<file path="src/hw/rtl/clipped_glyph_row_blitter_unit_macros.svh">
// Assertion macros shared by the glyph blitter RTL.
// Expects clk and arst_n in the scope of every use.
`ifndef CLIPPED_GLYPH_ROW_BLITTER_UNIT_MACROS_SVH
`define CLIPPED_GLYPH_ROW_BLITTER_UNIT_MACROS_SVH
`ifndef SYNTH
// same-cycle implication
`define CGRB_ASSERT_IMP(name, ante, cons, msg) \
	name: assert property (@(posedge clk) disable iff (!arst_n) (ante) |-> (cons)) \
		else $error(msg);
// next-cycle implication
`define CGRB_ASSERT_NXT(name, ante, cons, msg) \
	name: assert property (@(posedge clk) disable iff (!arst_n) (ante) |=> (cons)) \
		else $error(msg);
`else
`define CGRB_ASSERT_IMP(name, ante, cons, msg)
`define CGRB_ASSERT_NXT(name, ante, cons, msg)
`endif
`endif

</file>
<file path="src/hw/rtl/cgrb_pkg.sv">
// Shared types, constants and codes of the clipped glyph row blitter.
// No dependencies; every RTL module and interface imports this package.
`default_nettype none

package cgrb_pkg;

	// font store geometry
	localparam int PLANES     = 4;
	localparam int MAX_ROWS   = 16;
	localparam int GLYPHS     = 256;
	localparam int FONT_DEPTH = GLYPHS * MAX_ROWS;
	localparam int ADDR_W     = (FONT_DEPTH > 1) ? $clog2(FONT_DEPTH) : 1;
	localparam int ROW_W      = (MAX_ROWS > 1) ? $clog2(MAX_ROWS) : 1;
	localparam int RCNT_W     = $clog2(MAX_ROWS + 1);
	localparam int SLOT_W     = (GLYPHS > 1) ? $clog2(GLYPHS) : 1;

	// signed width of the clip geometry arithmetic
	localparam int GEO_W = 18;

	localparam logic [3:0] PLANE_MASK = 4'((1 << PLANES) - 1);

	// operation codes
	localparam logic OP_DRAW = 1'b0;
	localparam logic OP_LOAD = 1'b1;

	// configuration register indexes
	localparam int CFG_IDX_W  = 3;
	localparam int CFG_DATA_W = 12;
	localparam logic [CFG_IDX_W-1:0] CFG_CLIP_LEFT   = 3'd0;
	localparam logic [CFG_IDX_W-1:0] CFG_CLIP_TOP    = 3'd1;
	localparam logic [CFG_IDX_W-1:0] CFG_CLIP_WIDTH  = 3'd2;
	localparam logic [CFG_IDX_W-1:0] CFG_CLIP_HEIGHT = 3'd3;
	localparam logic [CFG_IDX_W-1:0] CFG_CELL_WIDTH  = 3'd4;
	localparam logic [CFG_IDX_W-1:0] CFG_CELL_HEIGHT = 3'd5;
	localparam logic [CFG_IDX_W-1:0] CFG_FIRST_CHAR  = 3'd6;
	localparam logic [CFG_IDX_W-1:0] CFG_LAST_CHAR   = 3'd7;

	typedef struct packed {
		logic [11:0] clip_left;
		logic [11:0] clip_top;
		logic [11:0] clip_width;
		logic [11:0] clip_height;
		logic [4:0]  cell_width;
		logic [4:0]  cell_height;
		logic [7:0]  first_char;
		logic [7:0]  last_char;
	} cgrb_cfg_t;

	localparam cgrb_cfg_t CFG_RESET = '{
		clip_left:   12'd0,
		clip_top:    12'd0,
		clip_width:  12'd320,
		clip_height: 12'd200,
		cell_width:  5'd8,
		cell_height: 5'd8,
		first_char:  8'd32,
		last_char:   8'd127
	};

	// input request
	typedef struct packed {
		logic               operation;
		logic signed [15:0] pos_x;
		logic signed [15:0] pos_y;
		logic [7:0]         char_code;
		logic [3:0]         colour;
		logic [3:0]         load_row;
		logic [15:0]        load_bits;
	} cgrb_req_t;

	// output request
	typedef struct packed {
		logic [11:0] screen_row;
		logic [7:0]  word_column;
		logic [15:0] pixel_mask;
		logic [3:0]  pixel_colour;
		logic        last;
	} cgrb_res_t;

	typedef enum logic [3:0] {
		ST_IDLE,
		ST_CHECK,
		ST_GEOM,
		ST_MASK,
		ST_START,
		ST_SPLIT,
		ST_HI,
		ST_LO,
		ST_FLUSH
	} cgrb_state_t;

	// controller to datapath
	typedef struct packed {
		logic capture;
		logic font_wr;
		logic check;
		logic geom;
		logic mask;
		logic start;
		logic split;
		logic push_hi;
		logic push_lo;
		logic flush;
	} cgrb_cmd_t;

	// datapath to controller
	typedef struct packed {
		logic reject;
		logic split_hi;
		logic split_lo;
		logic split_more;
		logic held_lo;
		logic held_more;
		logic can_push;
		logic out_free;
		logic pend_v;
	} cgrb_sts_t;

endpackage

`default_nettype wire

</file>
<file path="src/hw/rtl/cgrb_ctrl.sv">
// Sequencing state machine of the glyph blitter.
// Depends on cgrb_pkg; drives the datapath through cgrb_cmd_t.
`default_nettype none

module cgrb_ctrl (
	input  logic               clk,
	input  logic               arst_n,
	input  logic               in_valid,
	input  logic               in_op,
	output logic               in_ready,
	output cgrb_pkg::cgrb_cmd_t cmd,
	input  cgrb_pkg::cgrb_sts_t sts
);
	import cgrb_pkg::*;

	cgrb_state_t state_q;
	cgrb_state_t state_d;

	// state register
	always_ff @(posedge clk or negedge arst_n) begin
		if (!arst_n) begin
			state_q <= ST_IDLE;
		end else begin
			state_q <= state_d;
		end
	end

	// next state
	always_comb begin
		state_d = state_q;
		case (state_q)
			ST_IDLE: begin
				if (in_valid && in_op == OP_DRAW) begin
					state_d = ST_CHECK;
				end
			end
			ST_CHECK: state_d = ST_GEOM;
			ST_GEOM:  state_d = ST_MASK;
			ST_MASK:  state_d = ST_START;
			ST_START: begin
				state_d = sts.reject ? ST_IDLE : ST_SPLIT;
			end
			ST_SPLIT: begin
				if (sts.split_hi) begin
					state_d = ST_HI;
				end else if (sts.split_lo) begin
					state_d = ST_LO;
				end else if (sts.split_more) begin
					state_d = ST_SPLIT;
				end else begin
					state_d = ST_FLUSH;
				end
			end
			ST_HI: begin
				if (sts.can_push) begin
					if (sts.held_lo) begin
						state_d = ST_LO;
					end else if (sts.held_more) begin
						state_d = ST_SPLIT;
					end else begin
						state_d = ST_FLUSH;
					end
				end
			end
			ST_LO: begin
				if (sts.can_push) begin
					state_d = sts.held_more ? ST_SPLIT : ST_FLUSH;
				end
			end
			ST_FLUSH: begin
				if (!sts.pend_v || sts.out_free) begin
					state_d = ST_IDLE;
				end
			end
			default: state_d = ST_IDLE;
		endcase
	end

	// commands
	always_comb begin
		cmd      = '0;
		in_ready = 1'b0;
		case (state_q)
			ST_IDLE: begin
				in_ready    = 1'b1;
				cmd.capture = in_valid;
				cmd.font_wr = in_valid && in_op == OP_LOAD;
			end
			ST_CHECK: cmd.check   = 1'b1;
			ST_GEOM:  cmd.geom    = 1'b1;
			ST_MASK:  cmd.mask    = 1'b1;
			ST_START: cmd.start   = !sts.reject;
			ST_SPLIT: cmd.split   = 1'b1;
			ST_HI:    cmd.push_hi = sts.can_push;
			ST_LO:    cmd.push_lo = sts.can_push;
			ST_FLUSH: cmd.flush   = sts.pend_v && sts.out_free;
			default: begin
				cmd      = '0;
				in_ready = 1'b0;
			end
		endcase
	end

endmodule

`default_nettype wire

</file>
<file path="config.mk">
export PLATFORM = sky130hd
export DESIGN_NAME = cgrb_ctrl
export DESIGN_NICKNAME = d
export VERILOG_FILES = /design/src/hw/rtl/clipped_glyph_row_blitter_unit_macros.svh /design/src/hw/rtl/cgrb_pkg.sv /design/src/hw/rtl/cgrb_ctrl.sv
export SDC_FILE = /design/constraint.sdc
export NUM_CORES = 1
export LEC_CHECK = 0
export BUFFER_PORTS_ARGS = -buffer_cell sky130_fd_sc_hd__buf_2
export CELL_PAD_IN_SITES_DETAIL_PLACEMENT = 2
export CELL_PAD_IN_SITES_GLOBAL_PLACEMENT = 2
export CORE_MARGIN = 2
export CORE_UTILIZATION = 21
export CTS_CLUSTER_SIZE = 24
export DETAILED_ROUTE_END_ITERATION = 12
export HOLD_SLACK_MARGIN = 0.15
export PLACE_DENSITY_LB_ADDON = 0.1
export SLEW_MARGIN = 5
export SYNTH_ARGS = -nofsm -noshare
export SYNTH_HDL_FRONTEND = slang
export SYNTH_SLANG_ARGS = --single-unit
</file>
<file path="constraint.sdc">
create_clock -name clk -period 1.5 [get_ports clk]
set_clock_uncertainty 0.1 [all_clocks]
set_input_delay 0 -clock clk [delete_from_list [all_inputs] [get_ports clk]]
set_output_delay 0 -clock clk [all_outputs]
set_load 0.005 [all_outputs]
</file>
==> results of run 1 <==
[cells in the final DEF (no fill, tap or decap)]
master	Yosys	layout
nand2_2	1	1
nand2b_1	6	4
a211oi_2	0	2
o32ai_2	1	1
o21ai_1	2	1
a22oi_2	0	1
o21bai_1	1	1
xnor2_2	0	1
nand2b_2	0	1
a31oi_2	0	1
a32o_2	0	1
inv_2	1	1
nor3_2	0	2
and4bb_4	1	1
nor2_2	0	2
nor3_1	3	1
a21oi_2	1	2
o32ai_4	0	1
buf_6	1	1
and2b_2	0	1
inv_1	3	3
nor2_1	7	5
buf_2	0	22
nor4_2	1	1
dfrtp_2	0	4
nand2b_4	0	1
buf_4	2	19
nand3_2	0	1
and3_1	3	3
o21ai_2	0	1
dlygate4sd3_1	0	8
nand4_1	1	1
nand2_1	2	2
and2_4	0	1
nor4_4	0	1
clkbuf_4	0	3
or4_4	0	1
o22ai_1	1	1
[timing repair]
item | CTS | global route
pin swaps | 3 | 7
endpoints found under the hold margin | 8 | 0
cloned | 0 | 0
resized for setup | 10 | 17
endpoints found under the setup margin | 5 | 12
hold buffers | 8 | 0
setup buffers | 8 | 2
[final cells by class]
cell class | count | area (µm²) | area share
clock buffers | 3 | 22.5 | 0.0245
multi-input cells | 44 | 398 | 0.433
inverters | 4 | 15.0 | 0.0163
well taps | 27 | 33.8 | 0.0368
repair buffers | 50 | 344 | 0.375
flip-flops and latches | 4 | 105 | 0.114
[power by group]
part	internal, mW	switching (mW)	total, mW
registers	0.164	0.0719	0.236
logic	0.674	0.631	1.30
clock network	0.0898	0.0481	0.138
[routing by layer]
layer | vias to the layer above | part of all wire | routed length [µm] | global-route usage
li1 | 301 | - | - | -
met1 | 309 | 0.45 | 1020 | 0.228
met2 | 23 | 0.51 | 1180 | 0.336
met3 | 4 | 0.029 | 66 | 0.0245
met4 | 0 | 0.010 | 23 | 0.0857
met5 | - | 0 | 0 | 0
[worst reg2reg max path, stage by stage (launching register included)]
cell and delay (ps):
dfrtp_2 450, buf_4 150, buf_4 140, and2b_2 240, a211oi_2 250, o21bai_1 90
[cell families (layout without fill, tap and decap cells)]
group / after synthesis / count (layout) / share of synthesized area
and+or+nand+nor: 30 / 30 / 0.416
DFF: 4 / 4 / 0.233
AOI/OAI and AO/OA: 13 / 13 / 0.235
buffers and inverters: 7 / 57 / 0.0959
xor gates and xnor gates: 1 / 1 / 0.0204
[final timing paths]
check                                        from                      to  slack (ps)  cells after the start
setup / recovery           state_q[2]$_DFFE_PN0P_                  cmd[0]         -80                      3
max in group asynchronous                  arst_n  state_q[0]$_DFFE_PN0P_         510                      3
hold reg to reg            state_q[0]$_DFFE_PN0P_  state_q[0]$_DFFE_PN0P_         520                      2
min in group asynchronous                  arst_n  state_q[1]$_DFFE_PN0P_         580                      3
hold / removal                             sts[8]                  cmd[4]         160                      3
setup reg to reg           state_q[2]$_DFFE_PN0P_  state_q[2]$_DFFE_PN0P_         -40                      5
[per-stage QoR]
stage / instance area (µm²) / cells / utilization / worst slack (ps) / hold slack, ps
floorplan: 430 / 55 / - / 110 / -396
global placement: 621 / 111 / 0.320 / 15.7 / -290
detailed placement: 621 / 111 / 0.320 / 6.66 / -290
CTS: 818 / 130 / 0.421 / -60.7 / 153
global route: 918 / 132 / 0.473 / -128 / 169
finish: 918 / 132 / 0.473 / -82.4 / 155
==> results_dict.tcl, run 1 <==
set metrics [dict create \
    fillers 230 \
    grt_antenna_before_repair 0 \
    cts_buffer_depth 2 \
    path_clk_slew_ps 40 \
    top_regs "state_q (4)" \
    slew_headroom 0.680 \
    ys_types 31 \
    drive_gt1_frac 0.714 \
    critical_path_class "flip-flop to output port" \
    critPathLaunchType "flip-flop" \
    layout.nets 120 \
    leakagePower_nw 0.430 \
    drtPass1Iterations 4 \
    numCtsBuffers 3 \
    avgSynthCellArea_um2 7.83 \
    gp_congestion 0.745 \
    chipWidth_um 49.3 \
    syn_inst 55 \
    synth_top_area_cell "dfrtp_1" \
    grtUsageTotal 0.191 \
    grt_max_degree 8 \
    cap_violations 0 \
    worstMarginPinSlew_ps 477 \
    wl_per_cell_um 17.4 \
    finalSetupViolations 8 \
    crit_fanout 4 \
    fmax_mhz 632 \
    clkSinkCount 4 \
    violations "negative setup slack" \
    hold_path_class "primary input to output port" \
    n_antenna_cell 0 \
    io_pins 24 \
    grt_pass1_wl_um 3460 \
    rows 16 \
    rsz0062_at_grt "true" \
    async_flop_share 1.00 \
    core_um2 1940 \
    grt_remaining_overflow 0 \
    tns_ps -326 \
    cp_slowest_cell "or4_4" \
    vias 637 \
    layout_setup_ws_ps -82.4 \
    path_buf_inv 1 \
    htreeDepth 1 \
    synth.ff_latch_count 4 \
    path_cells "or4_4 -> nor2_2 -> buf_2" \
    dp_hpwl_um 1300 \
    grt_pass1_vias 701 \
    p_per_area_nw_per_um2 1830 \
    hold_viol 0 \
    yosys_warnings 0 \
    total_power_mw 1.68 \
    io_buffers 23 \
    yosysTopAreaCellShare 0.233 \
    synth-edff-count 0 \
    cp-end-kind "output port" \
    drt_iter0_drc 5 \
    synth_most_common_cell "nor2_1" \
    cp_top_family "simple AND/OR/NAND/NOR gates" \
    initial_core_util 0.222 \
    cp.required_ps 1400 \
    die_h_um 49.3 \
    die_area_um2 2430 \
    irDropWorstVdd_uv 737 \
    synth_ff_type "dfrtp_1" \
    areaGrowthSynthToFinish_pct 113 \
    ys_seq_area_frac 0.233 \
    clkLatencyLatePin_ps 240 \
    routed_via_density 4.83 \
    ant_nets 0 \
    synth_area_um2 430 \
    totalWireLength_um 2300 \
    synth.top_cells.by_count "7 x nor2_1, 6 x nand2b_1, 4 x dfrtp_1" \
    drc 0 \
    synthTopCellsByArea "dfrtp_1 23%, nand2b_1 8.7%, nor2_1 6.1%" \
    period_share 1.05 \
    cts_tree "done" \
    largest_reg_flops 4 \
    maxSlewViolCount 0 \
    run_status "finished, violations left" \
    synth_fp_nets 68 \
    period_minus_slack_ps 1580 \
    largest-register "state_q" \
    critPathMaxStageDelay_ps 560 \
    arrival_ps 1480 \
    clock_tree.root_cell "clkbuf_4" \
]
(Power assumes the default switching activity.)
==> run 2, diff against run 1 <==
--- a/config.mk
+++ b/config.mk
@@ -12,6 +12,7 @@
 export CORE_UTILIZATION = 21
 export CTS_CLUSTER_SIZE = 24
 export DETAILED_ROUTE_END_ITERATION = 12
+export GPL_TIMING_DRIVEN = 0
 export HOLD_SLACK_MARGIN = 0.15
 export PLACE_DENSITY_LB_ADDON = 0.1
 export SLEW_MARGIN = 5
==> run 2 against run 1 <==
The run still ends with negative setup slack left. Combinational power up 8%. Die area unchanged. Flip-flop and latch count unchanged. Clock-buffer cell count unchanged. Hold slack worse by 1.6 ps. Register-to-register slack about the same. Final area down 0.27%. Largest cell class unchanged.
==> results_dict.tcl, run 2 (synthesis gave the netlist of run 1 again) <==
set metrics [dict create \
    clock_power_share 0.080 \
    path_buf_inv 2 \
    cts_buffer_depth 2 \
    ant_nets 0 \
    clock_tree.root_cell "clkbuf_4" \
    cts_tree "done" \
    cp_top_family "simple AND/OR/NAND/NOR gates" \
    dp_hpwl_um 1180 \
    p_comb_frac 0.803 \
    critPathMaxStageDelay_ps 520 \
    chipWidth_um 49.3 \
    wl_per_cell_um 17.2 \
    maxSlewViolCount 0 \
    grt_pass1_wl_um 3350 \
    tns_ps -197 \
    drtPass1Iterations 2 \
    crit_fanout 4 \
    rows 16 \
    cp-end-kind "output port" \
    path_cells "buf_6 -> or4_4 -> nor2_2 -> buf_2" \
    largest_reg_flops 4 \
    critPathLaunchType "flip-flop" \
    io_pins 24 \
    initial_core_util 0.222 \
    top_regs "state_q (4)" \
    fin_area_um2 916 \
    totalWireLength_um 2270 \
    period_share 1.05 \
    htreeDepth 1 \
    seqPwrFrac 0.117 \
    n_antenna_cell 0 \
    grt_remaining_overflow 0 \
    place_ws_ps -16.4 \
    drive_gt1_frac 0.676 \
    period_minus_slack_ps 1570 \
    slew_headroom 0.684 \
    clkSinkCount 4 \
    grtUsageTotal 0.187 \
    routed_via_density 4.83 \
    worstMarginPinSlew_ps 471 \
    finalSetupViolations 6 \
    grt_antenna_before_repair 0 \
    die_area_um2 2430 \
    irDropWorstVdd_uv 811 \
    rsz0062_at_grt "true" \
    drt_iter0_drc 3 \
    areaGrowthSynthToFinish_pct 113 \
    worst_hold_slack_ps 154 \
    power_report.internal_total_mw 0.976 \
    core_um2 1940 \
    critical_path_class "flip-flop to output port" \
    path_clk_slew_ps 40 \
    grt_max_degree 9 \
    run_status "finished, violations left" \
    die_h_um 49.3 \
    hold_viol 0 \
    numCtsBuffers 3 \
    gp_congestion 0.706 \
    hold_path_class "primary input to flip-flop" \
    final_cell_mix "22 x buf_2, 13 x buf_4, 8 x dlygate4sd3_1, 7 x buf_6" \
    vias 638 \
    fmax_mhz 637 \
    cap_violations 0 \
    fillers 227 \
    drc 0 \
    clkLatencyLatePin_ps 240 \
    layout.nets 120 \
    p_switching_mw 0.765 \
    cp.required_ps 1400 \
    violations "negative setup slack" \
    layout_setup_ws_ps -68.8 \
    final_common_cell "buf_2" \
    post-route-util 0.472 \
    cp_slowest_cell "or4_4" \
    grt_pass1_vias 670 \
    p_per_area_nw_per_um2 1900 \
    largest-register "state_q" \
    leakagePower_nw 0.434 \
    arrival_ps 1470 \
    p_sw_frac 0.440 \
    post_dp_cell_area_um2 579 \
    io_buffers 23 \
]
run 2: worst paths after layout:
path	startpoint	end	slack, ps	cells after the start
max	state_q[0]$_DFFE_PN0P_	cmd[0]	-70	4
min	sts[3]	state_q[2]$_DFFE_PN0P_	150	4
max reg2reg	state_q[1]$_DFFE_PN0P_	state_q[3]$_DFFE_PN0P_	-50	6
min reg2reg	state_q[0]$_DFFE_PN0P_	state_q[0]$_DFFE_PN0P_	680	4
max in group asynchronous	arst_n	state_q[3]$_DFFE_PN0P_	470	3
min in group asynchronous	arst_n	state_q[0]$_DFFE_PN0P_	630	3
run 2: repair_timing:
item,CTS,global route
setup endpoints to repair,7,13
gates cloned,0,0
pin swaps,6,8
gates resized for setup,10,19
hold endpoints to repair,8,0
hold buffers,8,0
buffers inserted,12,4
run 2: final cells by class:
class	count	area [µm²]	area share
Sequential cell	4	103	0.112
Tap cell	27	33.8	0.0369
Clock buffer	3	22.5	0.0246
Buffer	3	33.8	0.0369
Multi-Input combinational cell	44	375	0.410
Timing Repair Buffer	47	333	0.363
Inverter	4	15.0	0.0164
run 2: tightest hold or removal path, stage by stage:
cell      delay (ps)
buf_2            100
a32o_2           160
a211oi_2          70
o21bai_2         120
run 2: per-layer routing:
layer	track usage	share of wire	routed length, µm
met5	0	0	0
met4	0.0429	0.034	78
met3	0.0460	0.044	99
met2	0.336	0.52	1180
met1	0.222	0.40	907
run 2: power groups by stage:
stage	Sequential, mW	Clock, mW	Combinational (mW)
2_1_floorplan	0.187	0	0.527
3_3_place_gp	0.201	0	0.753
3_5_place_dp	0.200	0	0.759
4_1_cts	0.201	0.142	1.09
5_1_grt	0.211	0.153	1.50
6_report	0.204	0.139	1.40
run 2: through the flow:
stage | instances | total power [mW]
global route | 132 | 1.86
detailed placement | 105 | 0.959
global placement | 105 | 0.954
floorplan | 55 | 0.714
CTS | 128 | 1.43
finish | 132 | 1.74
